$ cat src/hdl/tcw_pkg.sv
package tcw_pkg;

    // Frame geometry limits and tab spacing (TAB_STOP must be a power of two).
    localparam int MAX_COLS    = 128;
    localparam int MAX_ROWS    = 64;
    localparam int TAB_STOP    = 8;
    localparam int TAB_SHIFT   = $clog2(TAB_STOP);
    localparam int STORE_CELLS = MAX_COLS * MAX_ROWS;
    localparam int ADDR_W      = $clog2(STORE_CELLS);
    localparam int CNT_W       = ADDR_W + 1;

    // Fixed field widths.
    localparam int FUNC_W     = 2;
    localparam int CHAR_W     = 8;
    localparam int ROW_W      = 6;
    localparam int COL_W      = 7;
    localparam int CELL_W     = 16;
    localparam int CFG_COLS_W = 8;
    localparam int CFG_ROWS_W = 7;
    localparam int ATTR_W     = 8;
    localparam int CFG_IDX_W  = 2;
    localparam int CFG_DATA_W = 8;

    // Operation codes.
    localparam logic [FUNC_W-1:0] FUNC_PUT   = 2'd0;
    localparam logic [FUNC_W-1:0] FUNC_READ  = 2'd1;
    localparam logic [FUNC_W-1:0] FUNC_CLEAR = 2'd2;

    // Register indexes.
    localparam logic [CFG_IDX_W-1:0] CFG_SCREEN_COLS    = 2'd0;
    localparam logic [CFG_IDX_W-1:0] CFG_SCREEN_ROWS    = 2'd1;
    localparam logic [CFG_IDX_W-1:0] CFG_TEXT_ATTRIBUTE = 2'd2;
    localparam logic [CFG_IDX_W-1:0] CFG_SCROLL_ENABLE  = 2'd3;

    localparam logic [CFG_COLS_W-1:0] RESET_COLS   = 8'd80;
    localparam logic [CFG_ROWS_W-1:0] RESET_ROWS   = 7'd25;
    localparam logic [ATTR_W-1:0]     RESET_ATTR   = 8'h07;
    localparam logic                  RESET_SCROLL = 1'b1;

    // Control characters.
    localparam logic [CHAR_W-1:0] CH_TAB   = 8'h09;
    localparam logic [CHAR_W-1:0] CH_LF    = 8'h0A;
    localparam logic [CHAR_W-1:0] CH_VT    = 8'h0B;
    localparam logic [CHAR_W-1:0] CH_FF    = 8'h0C;
    localparam logic [CHAR_W-1:0] CH_CR    = 8'h0D;
    localparam logic [CHAR_W-1:0] CH_SPACE = 8'h20;

    localparam logic [CELL_W-1:0] RESET_CELL = 16'h0720;

    // What a frame walk does to the store.
    typedef enum logic [1:0] {
        WALK_INIT   = 2'd0,
        WALK_BLANK  = 2'd1,
        WALK_SCROLL = 2'd2
    } walk_kind_t;

    typedef struct packed {
        logic       take_in;
        logic       exec;
        logic       walk_start;
        walk_kind_t walk_kind;
        logic       load_out;
        logic       load_exec;
    } tcw_cmd_t;

    typedef struct packed {
        logic is_read;
        logic is_clear;
        logic scroll;
        logic walk_busy;
        logic out_free;
    } tcw_sts_t;

endpackage

$ cat src/hdl/tcw_ctrl.sv
module tcw_ctrl
    import tcw_pkg::*;
(
    input  logic     aclk,
    input  logic     aresetn,
    input  logic     s_valid,
    output logic     s_ready,
    input  tcw_sts_t sts,
    output tcw_cmd_t cmd
);

    typedef enum logic [4:0] {
        ST_INIT   = 5'b00001,
        ST_IDLE   = 5'b00010,
        ST_EXEC   = 5'b00100,
        ST_WALK   = 5'b01000,
        ST_FINISH = 5'b10000
    } state_t;

    state_t state_reg, state_next;

    always_ff @(posedge aclk) begin
        if (!aresetn) begin
            state_reg <= ST_INIT;
        end else begin
            state_reg <= state_next;
        end
    end

    always_comb begin
        state_next     = state_reg;
        s_ready        = 1'b0;
        cmd.take_in    = 1'b0;
        cmd.exec       = 1'b0;
        cmd.walk_start = 1'b0;
        cmd.walk_kind  = WALK_BLANK;
        cmd.load_out   = 1'b0;
        cmd.load_exec  = 1'b0;
        case (state_reg)
            ST_INIT: begin
                if (!sts.walk_busy) begin
                    state_next = ST_IDLE;
                end
            end
            ST_IDLE: begin
                s_ready     = 1'b1;
                cmd.take_in = s_valid;
                if (s_valid) begin
                    state_next = ST_EXEC;
                end
            end
            ST_EXEC: begin
                cmd.exec = 1'b1;
                if (sts.is_clear) begin
                    cmd.walk_start = 1'b1;
                    cmd.walk_kind  = WALK_BLANK;
                    state_next     = ST_WALK;
                end else if (sts.scroll) begin
                    cmd.walk_start = 1'b1;
                    cmd.walk_kind  = WALK_SCROLL;
                    state_next     = ST_WALK;
                end else if (sts.is_read) begin
                    state_next = ST_FINISH;
                end else if (sts.out_free) begin
                    cmd.load_out  = 1'b1;
                    cmd.load_exec = 1'b1;
                    state_next    = ST_IDLE;
                end else begin
                    state_next = ST_FINISH;
                end
            end
            ST_WALK: begin
                if (!sts.walk_busy) begin
                    state_next = ST_FINISH;
                end
            end
            ST_FINISH: begin
                if (sts.out_free) begin
                    cmd.load_out = 1'b1;
                    state_next   = ST_IDLE;
                end
            end
            default: begin
                state_next = ST_INIT;
            end
        endcase
    end

endmodule

$ cat config.mk
export PLATFORM = sky130hd
export DESIGN_NAME = tcw_ctrl
export DESIGN_NICKNAME = d
export VERILOG_FILES = /design/src/hdl/tcw_pkg.sv /design/src/hdl/tcw_ctrl.sv
export SDC_FILE = /design/constraint.sdc
export NUM_CORES = 1
export LEC_CHECK = 0
export BUFFER_PORTS_ARGS = -buffer_cell sky130_fd_sc_hd__buf_2
export CORE_AREA = 8 8 45 47
export CTS_BUF_LIST = sky130_fd_sc_hd__clkbuf_4 sky130_fd_sc_hd__clkbuf_8
export DETAILED_ROUTE_END_ITERATION = 8
export DIE_AREA = 0 0 53 55
export PLACE_DENSITY = 0.49
export SETUP_SLACK_MARGIN = 0.3
export SLEW_MARGIN = 5
export SYNTH_ARGS = -nofsm -noshare
export SYNTH_HDL_FRONTEND = slang
export SYNTH_SLANG_ARGS = --single-unit
export TNS_END_PERCENT = 5
$ cat constraint.sdc
create_clock -name aclk -period 3.63 [get_ports aclk]
set_input_delay 0.726 -clock aclk [delete_from_list [all_inputs] [get_ports aclk]]
set_output_delay 0.726 -clock aclk [all_outputs]
set_load 0.02 [all_outputs]
# After elaboration in Yosys (flattened, before gate mapping)
# Cells that the tools add are included.
dict set report word_totals {
  input_bits 8
  out_inout_bits 8
  ff_bits 5
}
dict set report op_classes {
  mux 21
  eq_ne 9
  reduce_logical 1
}
# cell count
set op_table {}
lappend op_table {{5-bit two-way mux} 8}
lappend op_table {{5-bit one-hot mux with 5 select lines} 1}
lappend op_table {{2-bit two-way mux} 4}
lappend op_table {{2-bit != test (second input constant)} 4}
lappend op_table {{3-bit two-way mux} 2}
lappend op_table {{5-bit by 1-bit equality test with 1-bit output (second input constant)} 1}
lappend op_table {{5-bit by 2-bit equality test with 1-bit output (second input constant)} 1}
lappend op_table {{5-bit by 3-bit equality test with 1-bit output (second input constant)} 1}
lappend op_table {{5-bit by 4-bit equality test with 1-bit output (second input constant)} 1}
lappend op_table {{5-bit equality test (second input constant)} 1}
lappend op_table {{1-bit two-way mux} 4}
lappend op_table {{4-bit two-way mux} 1}
lappend op_table {{4-bit AND reduction} 1}
lappend op_table {{1-bit one-hot mux with 2 select lines} 1}

# Longest topological paths before layout
# Gate-level depths: netlist (run 1).
dict set report depth {
  word_depth 5
  ltp_mapped 7
  ltp_nobuf 6
}

# Least setup slack after synthesis (run 1)
# No wires, ideal clock.
dict set report synth_path {
  kind {register -> output}
  from {register state_reg[3]}
  to {output port cmd[6] (netlist bit)}
  arrival_ps 1412
  path_stages_with_launch 4
  setup_slack_ps 1492
  path_cell_list {dfxtp_1 buf_6 or4b_4 nor3_1}
}
# element line
set synth_rtl {}
lappend synth_rtl {{from (decl)} tcw_ctrl.sv:20} ;# state_t state_reg, state_next;
lappend synth_rtl {{from (signal assigned)} tcw_ctrl.sv:26} ;# state_reg <= state_next;
lappend synth_rtl {{to (decl)} tcw_ctrl.sv:9} ;# output tcw_cmd_t cmd

# Worst setup path after layout (run 1)
dict set report layout_path {
  from {register state_reg[2]}
  to {output port s_ready}
}
dict set report layout_between {
  elab_chain_len 2
}
# element line
set layout_lines {}
lappend layout_lines {{5-bit by 2-bit equality test with 1-bit output} tcw_ctrl.sv:39} ;# case (state_reg)
lappend layout_lines {{1-bit two-way mux} tcw_ctrl.sv:39}
lappend layout_lines {{to (decl)} tcw_ctrl.sv:7} ;# output logic s_ready,
# Every way passes these cells.

==> summary.txt, run 1 <==
Status
  • Outcome: finished, final reports clean

Timing
  • Final hold slack: 0.6222 ns
  • Worst slew pin tran: 0.5317 ns
  • Skew final: 0.0008741 ns
  • Relative slew slack: 0.6431
  • Tmin final: 2.276 ns
  • Final hold vios: 0
  • TNS Setup: 0 ns
  • Max Clock Freq: 439.4 MHz
  • Final setup vio count: 0
  • Period Utilization, post-route: 0.6269
  • Final setup margin: 1.354 ns
  • Final Slew Violations: 0
  • Unrepaired setup endpoints after global routing: no

Global route
  • Overall routing resource usage: 0.07537
  • Vias in the first global route: 399
  • Total gr overflow: 0
  • Largest net degree at the start of global routing: 9
  • Initial antenna violation count: 0
  • First-pass GRT wire length: 1669 um

Critical path
  • Bufs and invs on worst path: 1
  • Crit path depth: 3
  • Crit path launch type: register
  • Critical Path Start: state_reg[2]$_SDFFE_PN0P_
  • Reg2Reg Depth: 5
  • RR Endpoint: state_reg[3]$_SDFFE_PN0P_
  • Top delay family on crit path: simple AND/OR/NAND/NOR gates
  • Critical path, cell by cell: or4b_4 > nor2_2 > buf_2
  • R2R Setup Slk: 1.86 ns
  • Worst Path Required: 2.90 ns
  • Critical Path AT: 1.55 ns
  • Setup crit end: s_ready
  • Crit. End Element: output pin
  • Max stage delay on crit path: 0.59 ns
  • Setup Crit Path Kind: reg -> out
  • Largest fanout on the critical path: 8
  • RR Startpoint: state_reg[3]$_SDFFE_PN0P_
  • CP max-delay cell: or4b_4

Layout
  • Final Util: 0.3490
  • Synthesis-to-finish area growth: 26.56%
  • Storage cell area: 100.1 um2
  • Most frequent cells in the layout: buf_2 (15), nor2_1 (5), dfxtp_1 (5), clkbuf_4 (4)
  • Multi-input gate area: 246.5 um2
  • Antenna cells: 0
  • Max reg flops: 5
  • Final Non-Filler Cells: 79
  • Layout cell share with drive strength beyond 1: 0.3810
  • Commonest non-fill, non-tap cell in the layout: buf_2
  • # fillers: 147
  • Fin nets: 72

Power and ir drop
  • Power per cell area: 470.4 nW/um2
  • Peak supply drop: 0.2355 mV
  • Leakage power: 0.2455 nW

Logic synthesis
  • Sequential element share of the synthesized area: 0.2623
  • Top post-synthesis cells by area: dfxtp_1 (26%), nor2_1 (4.9%), nor3_1 (3.9%)
  • Post-synthesis net count: 55
  • Syn Area/Cell: 8.119 um2
  • Number of synthesized register bits: 5
  • Cell area after synthesis: 381.6 um2
  • Post-Syn Instances: 47
  • Cell taking the most area after synthesis: dfxtp_1
  • Synth top area share: 0.2623
  • Synth warn: 0
  • Yosys cell types: 31

Drt
  • DRT antenna net count: 0
  • Via count of the routed design: 398
  • Initial DRC Count: 6
  • Vias per std cell: 5.038
  • Routed WL per cell: 12.32 um
  • Residual DRC: 0
  • Drt first pass iters: 4
  • Total wire length: 973 um

Floorplanning
  • Cell row count: 14
  • Die W: 53 um
  • Die Height: 55 um
  • Initial core utilization: 0.2758
  • Core ar.: 1384 um2
  • Io pins: 16
  • Overall die area: 2915 um2

Clocking
  • Clock-pin slew on the worst setup and hold paths: 0.04 ns
  • CTS Hold Bufs: 0
  • Clock root buffer master: clkbuf_4
  • PostCTS Resize Cnt: 0
  • Clk_lat worst skew: 0.24 ns
  • CTS tree: done
  • Htree depth: 1
  • Setup bufs post-CTS: 0
  • Number of CTS-inserted buffers: 3
  • Clock Path Buffers: 2
  • Num Clock Sinks: 5

Placement
  • IO Port Bufs: 15
  • GP Congestion: 0.7499
  • Dpl ws: 1.438 ns
  • Placed Instances: 75
  • Detailed placement HPWL: 782 um

Flow run
  • Max-cap viol count: 0

Min path
  • Worst hold-check path type: reg -> reg
-- metal layers --
metal	share of wire	GRT usage
met1	0.49	0.09408
met2	0.37	0.1094
met3	0.14	0.04545
met4	0.010	0.01293
met5	0	0
-- worst min-delay path: cells and delay by family, from the launching register on --
| family | cells | cell delay, ns |
|---|---|---|
| AOI/OAI and AO/OA | 1 | 0.06 |
| and+or+nand+nor | 1 | 0.13 |
| DFF | 1 | 0.39 |
-- area by class of cell --
cell class | count | share of cell area
multi-input cells | 36 | 0.5104
flip-flops and latches | 5 | 0.2073
repair buffers | 15 | 0.1554
clock buffers | 4 | 0.06218
well taps | 16 | 0.04145
inverters | 3 | 0.02332
-- worst min-delay path by stage --
stage | start | endpoint | slack, ns | cells after the start
final | state_reg[0]$_SDFFE_PN1P_ | state_reg[0]$_SDFFE_PN1P_ | 0.62 | 2
after global routing | state_reg[0]$_SDFFE_PN1P_ | state_reg[0]$_SDFFE_PN1P_ | 0.67 | 2
after CTS | state_reg[0]$_SDFFE_PN1P_ | state_reg[0]$_SDFFE_PN1P_ | 0.62 | 2
after detailed placement | state_reg[0]$_SDFFE_PN1P_ | state_reg[0]$_SDFFE_PN1P_ | 0.61 | 2
after global placement | state_reg[0]$_SDFFE_PN1P_ | state_reg[0]$_SDFFE_PN1P_ | 0.62 | 2
after floorplan | state_reg[0]$_SDFFE_PN1P_ | state_reg[0]$_SDFFE_PN1P_ | 0.62 | 3
-- synth_stat cells --
cell / count
o21a_1: 2
and3_1: 1
o21ai_1: 1
xnor2_1: 1
nor2_1: 5
nand2b_1: 1
buf_6: 1
a21o_1: 1
and3_2: 1
nor3_1: 3
buf_4: 1
nor4_1: 2
o41ai_1: 1
o31a_2: 1
inv_1: 3
nor3_2: 1
a311oi_1: 1
a22o_1: 1
and2b_1: 1
dfxtp_1: 5
nor2b_1: 1
nand3b_1: 2
o21ai_0: 2
or4b_4: 1
nand3_1: 1
buf_2: 1
nor2_2: 1
nor4b_1: 1
xor2_1: 1
a32o_1: 1
and2_1: 1
-- through the flow --
| step | cell area, um2 | power, mW |
|---|---|---|
| after floorplan | 381.6 | 0.1391 |
| after global placement | 452.9 | 0.1601 |
| after detailed placement | 452.9 | 0.1576 |
| after CTS | 483.0 | 0.2302 |
| after global routing | 483.0 | 0.2424 |
| final | 483.0 | 0.2272 |
-- logic make-up (layout without fill, tap and decap cells) --
logic type	after synthesis	in the layout	synth area share
AOI/OAI and AO/OA	11	11	0.2197
xor gates and xnor gates	2	2	0.04591
buffers and inverters	6	22	0.09179
and+or+nand+nor	23	23	0.3804
DFF	5	5	0.2623
-- where the power goes --
part	internal, mW	total [mW]	switching (mW)	leakage [nW]
registers	0.0637	0.0807	0.0170	0.0408
logic	0.0389	0.0761	0.0372	0.186
clock network	0.0489	0.0705	0.0215	0.0184
total	0.152	0.227	0.0757	0.246
(Power assumes the default switching activity.)
==> inputs of run 2 (changes only) <==
--- a/config.mk
+++ b/config.mk
@@ -10,7 +10,7 @@
 export CTS_BUF_LIST = sky130_fd_sc_hd__clkbuf_4 sky130_fd_sc_hd__clkbuf_8
 export DETAILED_ROUTE_END_ITERATION = 8
 export DIE_AREA = 0 0 53 55
-export PLACE_DENSITY = 0.49
+export PLACE_DENSITY = 0.51
 export SETUP_SLACK_MARGIN = 0.3
 export SLEW_MARGIN = 5
 export SYNTH_ARGS = -nofsm -noshare
==> constraint.sdc (replaced) <==
create_clock -name aclk -period 2 [get_ports aclk]
set_input_delay 0.4 -clock aclk [delete_from_list [all_inputs] [get_ports aclk]]
set_output_delay 0.4 -clock aclk [all_outputs]
set_load 0.02 [all_outputs]
==> run 2 against run 1 <==
Via count fell by 0.50%. Clock power rose by 80%. Largest power group is now combinational logic. Clock skew rose by 0.0025 ns. Global-route usage fell by 0.32 points. Final area rose by 9.8%. Largest cell class unchanged. Hold slack got worse by 0.21 ns.
==> summary.txt, run 2 (synthesis results as in run 1) <==
Power and ir drop
  • Leakage power: 0.2603 nW (was 0.2455 nW)
  • Peak supply drop: 0.4122 mV (was 0.2355 mV)
  • Total power: 0.4221 mW (was 0.2272 mW)
  • Power per cell area: 795.6 nW/um2 (was 470.4 nW/um2)

Critical path
  • Crit. End Element: output pin (unchanged)
  • Largest fanout on the critical path: 8 (unchanged)
  • R2R Setup Slk: 0.34 ns (was 1.86 ns)
  • Reg2Reg Depth: 5 (unchanged)
  • RR Endpoint: state_reg[1]$_SDFFE_PN0P_ (was state_reg[3]$_SDFFE_PN0P_)
  • Crit path launch type: register (unchanged)
  • Setup Crit Path Kind: reg -> out (unchanged)
  • Critical Path AT: 1.45 ns (was 1.55 ns)
  • Worst Path Required: 1.60 ns (was 2.90 ns)
  • RR Startpoint: state_reg[2]$_SDFFE_PN0P_ (was state_reg[3]$_SDFFE_PN0P_)

Layout
  • Max reg flops: 5 (unchanged)
  • Layout cell share with drive strength beyond 1: 0.5077 (was 0.3810)
  • Commonest non-fill, non-tap cell in the layout: buf_2 (unchanged)
  • Antenna cells: 0 (unchanged)
  • Fin nets: 74 (was 72)
  • Final Non-Filler Cells: 81 (was 79)
  • Finished Cell Area: 530.5 um2 (was 483.0 um2)
  • Synthesis-to-finish area growth: 39.02% (was 26.56%)
  • Most frequent cells in the layout: buf_2 (13), nor2_1 (5), clkbuf_4 (4), buf_4 (4) (was buf_2 (15), nor2_1 (5), dfxtp_1 (5), clkbuf_4 (4))
  • Final Util: 0.3834 (was 0.3490)

Clocking
  • CTS Hold Bufs: 0 (unchanged)
  • Number of CTS-inserted buffers: 3 (unchanged)
  • Clock root buffer master: clkbuf_4 (unchanged)
  • Clock Path Buffers: 2 (unchanged)
  • Num Clock Sinks: 5 (unchanged)
  • Clk_lat worst skew: 0.24 ns (about the same)
  • Clock-pin slew on the worst setup and hold paths: 0.04 ns (about the same)
  • Htree depth: 1 (unchanged)
  • CTS tree: done (unchanged)

Global route
  • Overall routing resource usage: 0.07213 (was 0.07537)
  • Largest net degree at the start of global routing: 9 (unchanged)
  • First-pass GRT wire length: 1538 um (was 1669 um)
  • Initial antenna violation count: 0 (unchanged)
  • Total gr overflow: 0 (unchanged)
  • Vias in the first global route: 363 (was 399)

Placement
  • Placed cell areas: 465.4 um2 (was 452.9 um2)
  • Placed Instances: 76 (was 75)
  • GP Congestion: 0.7954 (was 0.7499)
  • IO Port Bufs: 15 (unchanged)
  • Detailed placement HPWL: 788.4 um (was 782 um)

Min path
  • Worst hold-check path type: in -> reg (was reg -> reg)
  • Hold path cells: 2 (unchanged)
  • Hold Path End: state_reg[0]$_SDFFE_PN1P_ (unchanged)
  • Worst hold path startpoint: aresetn (was state_reg[0]$_SDFFE_PN1P_)

Timing
  • Skew final: 0.003362 ns (was 0.0008741 ns)
  • Unrepaired setup endpoints after global routing: yes (was no)
  • Final setup vio count: 0 (unchanged)
  • Worst slew pin tran: 0.4894 ns (was 0.5317 ns)
  • Final hold vios: 0 (unchanged)
  • Final Slew Violations: 0 (unchanged)
  • Tmin final: 1.855 ns
  • Max Clock Freq: 539.2 MHz
  • Relative slew slack: 0.6715 (was 0.6431)
  • TNS Setup: 0 ns (unchanged)
  • Period Utilization, post-route: 0.9273

Drt
  • Via count of the routed design: 396 (was 398)
  • Drt first pass iters: 2 (was 4)
  • Total wire length: 1040 um (was 973 um)
  • Routed WL per cell: 12.84 um (was 12.32 um)
  • Vias per std cell: 4.889 (was 5.038)
  • DRT antenna net count: 0 (unchanged)
  • Residual DRC: 0 (unchanged)
  • Initial DRC Count: 2 (was 6)

Floorplanning
  • Io pins: 16 (unchanged)
  • Die W: 53 um (unchanged)
  • Initial core utilization: 0.2758 (unchanged)
  • Core ar.: 1384 um2 (unchanged)
  • Die Height: 55 um (unchanged)
  • Overall die area: 2915 um2 (unchanged)
  • Cell row count: 14 (unchanged)

Status
  • Outcome: finished, final reports clean (unchanged)

Flow run
  • Max-cap viol count: 0 (unchanged)
-- run 2: changes by cell type in the layout (fill, tap and decap cells not counted), sizes merged --
cell  before  now
buf       15   17
-- run 2: final cells by class --
cell class	count	area [um2]
fill	161	853.3
clock buffer	4	30.03
sequential	5	111.4
tap	16	20.02
timing repair buffer	17	95.09
inverter	3	11.26
multi-input combinational	36	262.8
-- run 2: through the flow --
step / hold slack [ns] / setup slack [ns]
floorplan: 0.4800 / 0.2237
global placement: 0.6108 / 0.1937
detailed placement: 0.6048 / 0.2643
CTS: 0.4082 / 0.1209
global route: 0.4068 / 0.08328
finish: 0.4157 / 0.1453
-- run 2: critical path: stages (launching register included) --
cell and delay [ns]:
dfxtp_2 0.35, or4b_4 0.59, nor3_2 0.12, buf_4 0.16
-- run 2: worst max path at each step --
stage	start	end	slack, ns	depth (start not counted)
floorplan	state_reg[0]$_SDFFE_PN1P_	cmd[1]	0.22	6
global placement	state_reg[4]$_SDFFE_PN0P_	cmd[1]	0.19	4
detailed placement	state_reg[4]$_SDFFE_PN0P_	cmd[1]	0.26	4
CTS	state_reg[3]$_SDFFE_PN0P_	cmd[6]	0.12	3
global route	state_reg[2]$_SDFFE_PN0P_	cmd[6]	0.08	3
finish	state_reg[2]$_SDFFE_PN0P_	cmd[6]	0.15	3
-- run 2: what timing repair did --
action / CTS / global route
setup endpoints to repair: 7 / 10
resized for setup: 9 / 2
pin swaps: 2 / 1
setup buffers: 1 / 0
-- run 2: routing by layer --
layer | global-route usage | up-vias | part of all wire
li1 | - | 207 | -
met1 | 0.07751 | 176 | 0.45
met2 | 0.1133 | 11 | 0.43
met3 | 0.02139 | 2 | 0.11
met4 | 0.06466 | 0 | 0.012
met5 | 0 | - | 0
-- run 2: where the power goes --
group | switching [mW] | internal [mW]
Sequential | 0.0299 | 0.117
Clock | 0.0384 | 0.0888
Combinational | 0.0706 | 0.0777
Total | 0.139 | 0.283
